File: config.mk
export PLATFORM = sky130hd
export DESIGN_NAME = binary_gcd_unit
export DESIGN_NICKNAME = d
export VERILOG_FILES = /design/src/hdl/bgcd_pkg.sv /design/src/hdl/bgcd_datapath.sv /design/src/hdl/bgcd_ctrl.sv /design/src/hdl/binary_gcd_unit.sv
export SDC_FILE = /design/constraint.sdc
export NUM_CORES = 1
export LEC_CHECK = 0
export BUFFER_PORTS_ARGS = -buffer_cell sky130_fd_sc_hd__buf_2
export CORE_MARGIN = 8
export CORE_UTILIZATION = 50
export CTS_CLUSTER_SIZE = 40
export DETAILED_ROUTE_END_ITERATION = 10
export PLACE_DENSITY = 0.81
export SLEW_MARGIN = 20
export SYNTH_ARGS = -nofsm -noshare
export SYNTH_HDL_FRONTEND = slang
export SYNTH_SLANG_ARGS = --single-unit
File: constraint.sdc
create_clock -name clk -period 10.74 [get_ports clk]
set_clock_uncertainty 0.15 [all_clocks]
set_input_delay 3.222 -clock clk [delete_from_list [all_inputs] [get_ports clk]]
set_output_delay 3.222 -clock clk [all_outputs]
set_load 0.1 [all_outputs]
File: src/hdl/bgcd_pkg.sv
// ----------------------------------------------------------------------------
// bgcd_pkg
// Shared types and constants of the binary gcd unit: the default operand
// width and the command and status bundles between controller and datapath.
// ----------------------------------------------------------------------------
package bgcd_pkg;

	localparam int unsigned BGCD_OPERAND_WIDTH = 32;

	// Datapath operations issued by the controller.
	typedef enum logic [2:0] {
		OP_HOLD  = 3'd0,
		OP_LOAD  = 3'd1,
		OP_TRIV  = 3'd2,
		OP_STRIP = 3'd3,
		OP_STEP  = 3'd4
	} bgcd_op_t;

	typedef struct packed {
		bgcd_op_t op;
		logic     publish;
	} bgcd_cmd_t;

	typedef struct packed {
		logic trivial;
		logic finish;
		logic both_even;
	} bgcd_sts_t;

endpackage

File: src/hdl/bgcd_datapath.sv
// ----------------------------------------------------------------------------
// bgcd_datapath
// Operand registers, power-of-two counter, compare and subtract unit and the
// result register of the binary gcd unit.
// ----------------------------------------------------------------------------
module bgcd_datapath import bgcd_pkg::*; #(
	parameter int unsigned OPERAND_WIDTH = BGCD_OPERAND_WIDTH
) (
	input  logic                       clk,
	input  logic                       arst_n,
	input  bgcd_cmd_t                  cmd,
	output bgcd_sts_t                  sts,
	input  logic [OPERAND_WIDTH-1:0]   first_operand,
	input  logic [OPERAND_WIDTH-1:0]   second_operand,
	output logic [OPERAND_WIDTH-2:0]   divisor
);

	localparam int unsigned SHW = $clog2(OPERAND_WIDTH);

	logic [OPERAND_WIDTH-1:0] x_q, y_q;
	logic [SHW-1:0]           shift_q;
	logic [OPERAND_WIDTH-2:0] divisor_q;

	logic [OPERAND_WIDTH-1:0] mag_a, mag_b, triv_val, result;
	logic                     x_is_one, y_is_one;

	// Two's complement magnitude; the most negative value maps onto itself.
	assign mag_a = first_operand[OPERAND_WIDTH-1]  ? (~first_operand + 1'b1)  : first_operand;
	assign mag_b = second_operand[OPERAND_WIDTH-1] ? (~second_operand + 1'b1) : second_operand;

	assign x_is_one = (x_q == OPERAND_WIDTH'(1));
	assign y_is_one = (y_q == OPERAND_WIDTH'(1));

	always_comb begin
		if (x_q == '0) begin
			triv_val = y_q;
		end else if (y_q == '0) begin
			triv_val = x_q;
		end else if (x_is_one || y_is_one) begin
			triv_val = OPERAND_WIDTH'(1);
		end else begin
			triv_val = x_q;
		end
	end

	assign sts.trivial   = (x_q == '0) || (y_q == '0) || x_is_one || y_is_one || (x_q == y_q);
	assign sts.finish    = (x_q == '0) || (x_q == y_q);
	assign sts.both_even = !x_q[0] && !y_q[0];

	always_ff @(posedge clk) begin
		case (cmd.op)
			OP_LOAD: begin
				x_q     <= mag_a;
				y_q     <= mag_b;
				shift_q <= '0;
			end
			OP_TRIV: begin
				y_q <= triv_val;
			end
			OP_STRIP: begin
				if (!x_q[0] && !y_q[0]) begin
					x_q     <= x_q >> 1;
					y_q     <= y_q >> 1;
					shift_q <= shift_q + 1'b1;
				end else if (!x_q[0]) begin
					x_q <= x_q >> 1;
				end else if (!y_q[0]) begin
					y_q <= y_q >> 1;
				end
			end
			OP_STEP: begin
				if (!x_q[0]) begin
					x_q <= x_q >> 1;
				end else if (x_q < y_q) begin
					x_q <= y_q - x_q;
					y_q <= x_q;
				end else begin
					x_q <= x_q - y_q;
				end
			end
			default: begin
			end
		endcase
	end

	// Restore the common power of two and clamp into the result field.
	assign result = y_q << shift_q;

	always_ff @(posedge clk) begin
		if (cmd.publish) begin
			divisor_q <= result[OPERAND_WIDTH-1] ? '1 : result[OPERAND_WIDTH-2:0];
		end
	end

	assign divisor = divisor_q;

	a_strip_counts: assert property (@(posedge clk) disable iff (!arst_n)
		(cmd.op == OP_STRIP) && sts.both_even |=> shift_q == $past(shift_q) + 1'b1)
		else $error("common power of two not counted");

	a_step_y_nonzero: assert property (@(posedge clk) disable iff (!arst_n)
		(cmd.op == OP_STEP) |-> y_q != '0)
		else $error("subtrahend became zero during reduction");

endmodule

File: src/hdl/bgcd_ctrl.sv
// ----------------------------------------------------------------------------
// bgcd_ctrl
// Sequencer of the binary gcd unit: accepts a word, steps the datapath
// through the trivial check, power stripping and reduction, and owns the
// output valid flag.
// ----------------------------------------------------------------------------
module bgcd_ctrl import bgcd_pkg::*; (
	input  logic      clk,
	input  logic      arst_n,
	input  logic      in_valid,
	output logic      in_ready,
	output logic      out_valid,
	input  logic      out_ready,
	input  bgcd_sts_t sts,
	output bgcd_cmd_t cmd
);

	typedef enum logic [4:0] {
		ST_IDLE  = 5'b00001,
		ST_CHECK = 5'b00010,
		ST_STRIP = 5'b00100,
		ST_LOOP  = 5'b01000,
		ST_DONE  = 5'b10000
	} bgcd_state_t;

	bgcd_state_t state_q, state_d;
	logic        out_valid_q;
	logic        slot_free;

	assign slot_free = !out_valid_q || out_ready;
	assign in_ready  = (state_q == ST_IDLE);
	assign out_valid = out_valid_q;

	always_comb begin
		state_d     = state_q;
		cmd.op      = OP_HOLD;
		cmd.publish = 1'b0;
		case (state_q)
			ST_IDLE: begin
				if (in_valid) begin
					cmd.op  = OP_LOAD;
					state_d = ST_CHECK;
				end
			end
			ST_CHECK: begin
				if (sts.trivial) begin
					cmd.op  = OP_TRIV;
					state_d = ST_DONE;
				end else begin
					state_d = ST_STRIP;
				end
			end
			ST_STRIP: begin
				cmd.op = OP_STRIP;
				if (!sts.both_even) begin
					state_d = ST_LOOP;
				end
			end
			ST_LOOP: begin
				if (sts.finish) begin
					state_d = ST_DONE;
				end else begin
					cmd.op = OP_STEP;
				end
			end
			ST_DONE: begin
				if (slot_free) begin
					cmd.publish = 1'b1;
					state_d     = ST_IDLE;
				end
			end
			default: begin
				state_d = ST_IDLE;
			end
		endcase
	end

	always_ff @(posedge clk or negedge arst_n) begin
		if (!arst_n) begin
			state_q     <= ST_IDLE;
			out_valid_q <= 1'b0;
		end else begin
			state_q <= state_d;
			if (cmd.publish) begin
				out_valid_q <= 1'b1;
			end else if (out_ready) begin
				out_valid_q <= 1'b0;
			end
		end
	end

	a_accept_to_check: assert property (@(posedge clk) disable iff (!arst_n)
		in_valid && in_ready |=> state_q == ST_CHECK)
		else $error("accepted word did not start the trivial check");

	a_publish_sets_valid: assert property (@(posedge clk) disable iff (!arst_n)
		cmd.publish |=> out_valid_q && (state_q == ST_IDLE))
		else $error("published result not presented");

endmodule

File: src/hdl/binary_gcd_unit.sv
// ----------------------------------------------------------------------------
// binary_gcd_unit
// Greatest common divisor of the magnitudes of two signed operands by
// Stein's binary method, with a controller and a shift-subtract datapath.
// ----------------------------------------------------------------------------
// Usage:
// A word on the input stream carries two signed operands; the sign of each
// is ignored and only its magnitude enters the gcd. Each input word gives
// exactly one output word holding the divisor. When one operand is zero the
// divisor is the other magnitude, so two zeros give zero. A magnitude of one
// gives one and equal magnitudes give that value; these pass from acceptance
// through the check and done states to the output register.
// Other operands run through the stripping of each common factor of two, then
// the halving or compare-and-subtract steps of the reduction loop, each
// done by the datapath's compare and subtract unit. A new word is taken only
// once the previous one has been handed to the output register.
// The output register lets the next word be accepted and worked on while a
// result still waits; if the receiver stalls, the finished result is held
// inside the block until the output register frees up.
// Reset clears the sequencer and the output valid flag; no other state needs
// clearing.
// ----------------------------------------------------------------------------
module binary_gcd_unit import bgcd_pkg::*; #(
	parameter int unsigned OPERAND_WIDTH = BGCD_OPERAND_WIDTH,
	localparam int unsigned IN_TDATA_W  = ((2 * OPERAND_WIDTH + 7) / 8) * 8,
	localparam int unsigned OUT_TDATA_W = ((OPERAND_WIDTH - 1 + 7) / 8) * 8
) (
	input  logic                   clk,
	input  logic                   arst_n,
	input  logic                   s_axis_tvalid,
	output logic                   s_axis_tready,
	// Fields from bit 0 up: first_operand, second_operand, zero fill.
	input  logic [IN_TDATA_W-1:0]  s_axis_tdata,
	output logic                   m_axis_tvalid,
	input  logic                   m_axis_tready,
	// Fields from bit 0 up: divisor, zero fill.
	output logic [OUT_TDATA_W-1:0] m_axis_tdata
);

	bgcd_cmd_t                cmd;
	bgcd_sts_t                sts;
	logic [OPERAND_WIDTH-2:0] divisor;

	bgcd_ctrl u_ctrl (
		.clk       (clk),
		.arst_n    (arst_n),
		.in_valid  (s_axis_tvalid),
		.in_ready  (s_axis_tready),
		.out_valid (m_axis_tvalid),
		.out_ready (m_axis_tready),
		.sts       (sts),
		.cmd       (cmd)
	);

	bgcd_datapath #(
		.OPERAND_WIDTH (OPERAND_WIDTH)
	) u_datapath (
		.clk            (clk),
		.arst_n         (arst_n),
		.cmd            (cmd),
		.sts            (sts),
		.first_operand  (s_axis_tdata[OPERAND_WIDTH-1:0]),
		.second_operand (s_axis_tdata[2*OPERAND_WIDTH-1:OPERAND_WIDTH]),
		.divisor        (divisor)
	);

	// The divisor sits in the low bits; the rest of the word is zero.
	assign m_axis_tdata = OUT_TDATA_W'(divisor);

endmodule
**After elaboration in Yosys (flattened, before gate mapping)**

Cells that the tools add are included.

- Bitwise gates (word level): 2
- Reduce and logical (&&, ||, !) cells: 22
- Eq/ne operators: 23
- Shifts and indexed selects: 1
- Order comparisons: 1
- $add $sub $neg: 5
- Mux-type cells: 32

Operators by type and width:

| cell | number |
|---|---|
| two-way mux 32 bit | 14 |
| one-hot mux 32 bit (4 select lines) | 1 |
| one-hot mux 32 bit (3 select lines) | 1 |
| adder 32 x 1 -> 32 bit (second input constant) | 2 |
| == test 32 x 1 -> 1 bit (second input constant) | 2 |
| logical NOT 32 bit | 2 |
| inverter 32 bit | 2 |
| subtractor 32 bit | 2 |
| == test 32 bit | 1 |
| less-than comparator 32 bit | 1 |
| << shifter 32 x 5 -> 32 bit | 1 |
| two-way mux 5 bit | 6 |
| one-hot mux 5 bit (5 select lines) | 1 |
| one-hot mux 3 bit (4 select lines) | 1 |
| != test 2 bit (second input constant) | 5 |
| one-hot mux 5 bit (2 select lines) | 1 |
| logical OR 1 bit | 7 |
| == test 3 x 2 -> 1 bit (second input constant) | 2 |
| != test 2 x 1 -> 1 bit (second input constant) | 3 |
| != test 3 bit (second input constant) | 2 |
| AND reduction 6 bit | 1 |
| adder 5 x 1 -> 5 bit (second input constant) | 1 |
| == test 5 x 1 -> 1 bit (second input constant) | 1 |
| == test 5 x 2 -> 1 bit (second input constant) | 1 |
| 17 further kinds | 25 |

- Flip-flop bits (word level): 106

**Longest topological paths before layout**

- Depth after elaboration: 10
- Depth in mapped cells: 15
- Depth with buffers taken out: 13

**Hierarchy**

From an unflattened synthesis, not the netlist that was laid out.

- Cell total of the unflattened synthesis: 1310
- Area, all modules: 11095.6 sq um

Modules (own cells, without submodules):

| module | cells each | times used | area an instance (sq um) |
|---|---|---|---|
| bgcd_datapath | 1262 | 1 | 10669.0 |
| bgcd_ctrl | 46 | 1 | 415.4 |
| binary_gcd_unit | 2 | 1 | 11.3 |

**Worst setup path before layout**

OpenSTA, ideal clock, no wires.

- Kind: input to register
- Start: input port s_axis_tvalid
- End: register u_datapath.y_q[10] (enable)
- Setup slack: 4.156 ns
- Buffers on the path: 0
- Stages on the path: 6
- Arrival time: 5.968 ns
- Path through: nand2_1 -> inv_1 -> nor2_1 -> a21oi_1 -> nor2_1 -> a211oi_1

- Cells in the longest elaborated chain, start to end: 5

Ends and longest elaborated chain:

| item | line | source |
|---|---|---|
| from (decl) | binary_gcd_unit.sv:30 | `input logic s_axis_tvalid,` |
| two-way mux 1 bit (*) | bgcd_ctrl.sv:40 | `if (in_valid) begin` |
| one-hot mux 3 bit (4 select lines) (*) | bgcd_ctrl.sv:38 | `case (state_q)` |
| == test 3 x 2 -> 1 bit, or another cell as far along | bgcd_datapath.sv:51 | `case (cmd.op)` |
| != test 3 x 2 -> 1 bit (no source line), or another cell as far along | - |  |
| AND reduction 6 bit (no source line) (*) | - |  |
| to (signal assigned) | bgcd_datapath.sv:54 | `y_q <= mag_b;` |
| to (signal assigned) | bgcd_datapath.sv:58 | `y_q <= triv_val;` |
| to (signal assigned) | bgcd_datapath.sv:63 | `y_q <= y_q >> 1;` |
| to (decl) | bgcd_datapath.sv:20 | `logic [OPERAND_WIDTH-1:0] x_q, y_q;` |

Every way passes the cells marked *; elsewhere a longest branch is shown, timed or not.
A chain may end at the register's enable or synchronous reset.

**Final worst setup path**

- Start: input port s_axis_tdata[35]
- End: register u_datapath.y_q[29] (data pin)

- Cells in the longest elaborated chain, start to end: 4

Ends and longest elaborated chain:

| item | line | source |
|---|---|---|
| from (decl) | binary_gcd_unit.sv:33 | `input logic [IN_TDATA_W-1:0] s_axis_tdata,` |
| inverter 32 bit | bgcd_datapath.sv:29 | `assign mag_b = second_operand[OPERAND_WIDTH-1] ? (~second_operand + 1'b1) : second_operand;` |
| adder 32 x 1 -> 32 bit | bgcd_datapath.sv:29 |  |
| two-way mux 32 bit | bgcd_datapath.sv:29 |  |
| one-hot mux 32 bit (4 select lines) | bgcd_datapath.sv:51 |  |

Every way passes these cells.

==> results.tsv <==
metric	value	unit
Pleak	4.81	nW
top_reg_cell synth	edfxtp_1	
MaxCap Viol Count	0	
Int Power	1.73	mW
TritonCTS buffer count	9	
Initial Util	50.4	%
Die ar.	26800	um2
fillcell total	2017	
RSZ-0062 raised after global routing	no	
nets@finish	1451	
fin. max-slew vios	0	
DR iter-0 viols	1072	
Reg-to-Reg Start	u_datapath.x_q[0]	
Routed WL	32.7	mm
Clock power frac	9.5	%
Die Span X	164	um
drt first pass iters	6	
Worst setup SP type	input pin	
Slew Limit Headroom	29.6	%
initial antenna violation count	0	
clk_lat worst skew	0.37	ns
WHS Endpoint	u_ctrl.out_valid	
hold crit path type	flop to flop	
Crit Path Category	input pin to flop	
post-cts sizing count	0	
H-tree lvl count	3	
GR Overflow Total	0	
I/O Pins	102	
largest net degree at the start of global routing	42	
final antenna-violating net count	0	
I/O Buffers	100	
vias in the first global route	9796	
Synth Cell Area	10900	um2
r2r setup slk	5.94	ns
Netlist cell types	71	
Syn Inst Count	1269	
Sequential Power Share	24.8	%
peak supply drop	161	uV
ant diodes	0	
DRC viols	0	
Critical Path End Type	flop	
Post-synth EDFFs	100	
CTS root buffer	clkbuf_16	
Hold Vio Cnt, Final	0	
arrival time at the worst endpoint	5.99	ns
post-layout min period	6.06	ns
Clock Path Buffers	2	
placer's final routability congestion estimate	1.01	
CTS tree	yes	
CP Max Fanout	5	
Syn-to-layout area delta	9.24	%
hold_sp	u_ctrl.out_valid	
layout cells sized above 1	14.3	%
status	completed	
Worst Tran Pin Value	1.05	ns
pwr/cell area	303	nW/um2
Placed Area	11600	um2
Gate power share	65.7	%
Total GRT Usage	24.3	%
Setup-failing EPs final	0	
Max Freq	0.165	GHz
Worst Reg-to-Reg Cells	13	
Post-Syn Area per Cell	8.58	um2
final setup TNS	0	ns
post-DR wirelength/cell	20.4	um
FP Rows	54	
Psw	1.87	mW
dpl hpwl	25.6	mm
# clock sinks	106	
Die Ht	164	um
Vias/cell	6.44	
Final Instance Area	11900	um2
Yosys Warn Count	0	
hold depth	2	
number of setup buffers added after CTS	0	
Yosys reg bits	106	
via count	10300	
CP required	10.68	ns
area of the core	21600	um2
Seq/Total Area, Yosys	29.0	%
# hold bufs at CTS	0	
FFs w/ async S/R, synth	5.66	%
RR Endpoint	u_datapath.y_q[31]	
Mapped Nets	1406	
clock slew at reported path FFs	0.08	ns
final hold slack	0.425	ns
Final Cycle Share	56.4	%
Sw Share	51.9	%
first-pass GRT wire length	52.3	mm
## Yosys cell counts (11+ instances only)
library cell	number	share of area, %
a211oi_1	21	1.4
nand3_1	28	1.3
nand2_1	102	3.5
o21ai_0	137	6.3
inv_1	87	3.0
a21o_1	32	2.2
mux2_2	12	1.2
o211ai_1	15	1.0
xnor2_1	50	4.0
nor3_1	14	0.64
nor2_1	81	2.8
a221o_1	15	1.4
mux4_2	21	4.3
ha_1	67	7.7
nand4_1	20	1.1
clkbuf_1	63	2.2
a22oi_1	45	3.1
a21oi_1	70	3.2
a31oi_1	11	0.63
mux2i_1	33	3.0
o41ai_1	11	0.88
o31ai_1	18	1.2
edfxtp_1	100	28
nor4_1	18	1.0
xor2_1	40	3.2
## metal layers
metal / part of all wire, % / track usage (%)
met3: 9.4 / 4.03
met1: 43 / 33.4
met2: 45 / 38.6
met5: 0 / 0
met4: 2.3 / 7.31
## critical path, stage by stage
cell and delay, ns:
buf_2 0.12, nor4_1 0.88, and2_1 0.26, nand3_1 0.11, or4_1 0.49, nand2b_1 0.24, o41ai_1 0.40, xor2_1 0.16
o21ai_0 0.10
## final cells by class
class                      count  area (um2)  share of cell area (%)
multi-input combinational    995        7140                    60.0
sequential                   106        3150                    26.5
timing repair buffer         113         606                    5.09
tap                          280         350                    2.94
inverter                      89         334                    2.81
clock buffer                   9         225                    1.89
clock inverter                 7        85.1                   0.715
## sequential cells by signal (all words and copies together), names as in the netlist
name                count
u_ctrl.out_valid        1
u_ctrl.state_q          5
u_datapath.divisor     31
u_datapath.shift_q      5
u_datapath.x_q         32
u_datapath.y_q         32
## power groups by stage
stage	logic [mW]	clock network, mW	registers, mW
global placement	2.27	0	0.888
global route	2.59	0.360	0.903
detailed placement	2.28	0	0.896
finish	2.37	0.343	0.893
floorplan	1.78	0	0.791
CTS	2.30	0.343	0.885
## cells by family after synthesis
group           Yosys count  synth area share [%]
compound gates          434                  25.9
simple gates            335                  15.2
buf+inv                 168                  5.93
flops                   106                  29.0
xor+xnor                 90                  7.24
fa+ha+maj                69                  8.06
mux                      66                  8.62
other cells               1                0.0344
## how the worst max path moves through the flow
stage	from	end
after floorplan	s_axis_tvalid	u_datapath.y_q[10]
after detailed placement	s_axis_tdata[35]	u_datapath.y_q[29]
final	s_axis_tdata[35]	u_datapath.y_q[29]
after CTS	s_axis_tdata[35]	u_datapath.y_q[29]
after global placement	s_axis_tdata[4]	u_datapath.x_q[30]
after global routing	s_axis_tdata[35]	u_datapath.y_q[29]
## layout by cell type (no fill, tap or decap), drive strengths merged, types with 32 or more instances in the layout
cell    netlist  routed
o21ai       144     144
buf          16     113
nand2       102     102
edfxtp      100     100
inv          89      90
nor2         81      81
a21oi        70      70
ha           67      67
xnor2        50      50
a22oi        45      45
xor2         40      40
mux2i        33      33
a21o         32      32
## stage by stage
| step | setup WS, ns | total power [mW] | util [%] | cells |
|---|---|---|---|---|
| finish | 4.68 | 3.61 | 55.0 | 1599 |
| global route | 4.49 | 3.85 | 55.0 | 1599 |
| CTS | 4.72 | 3.53 | 54.9 | 1598 |
| detailed placement | 4.35 | 3.18 | 53.4 | 1582 |
| global placement | 4.45 | 3.15 | 53.4 | 1582 |
| floorplan | 4.16 | 2.57 | - | 1269 |
Power figures use the tool's default switching activity.
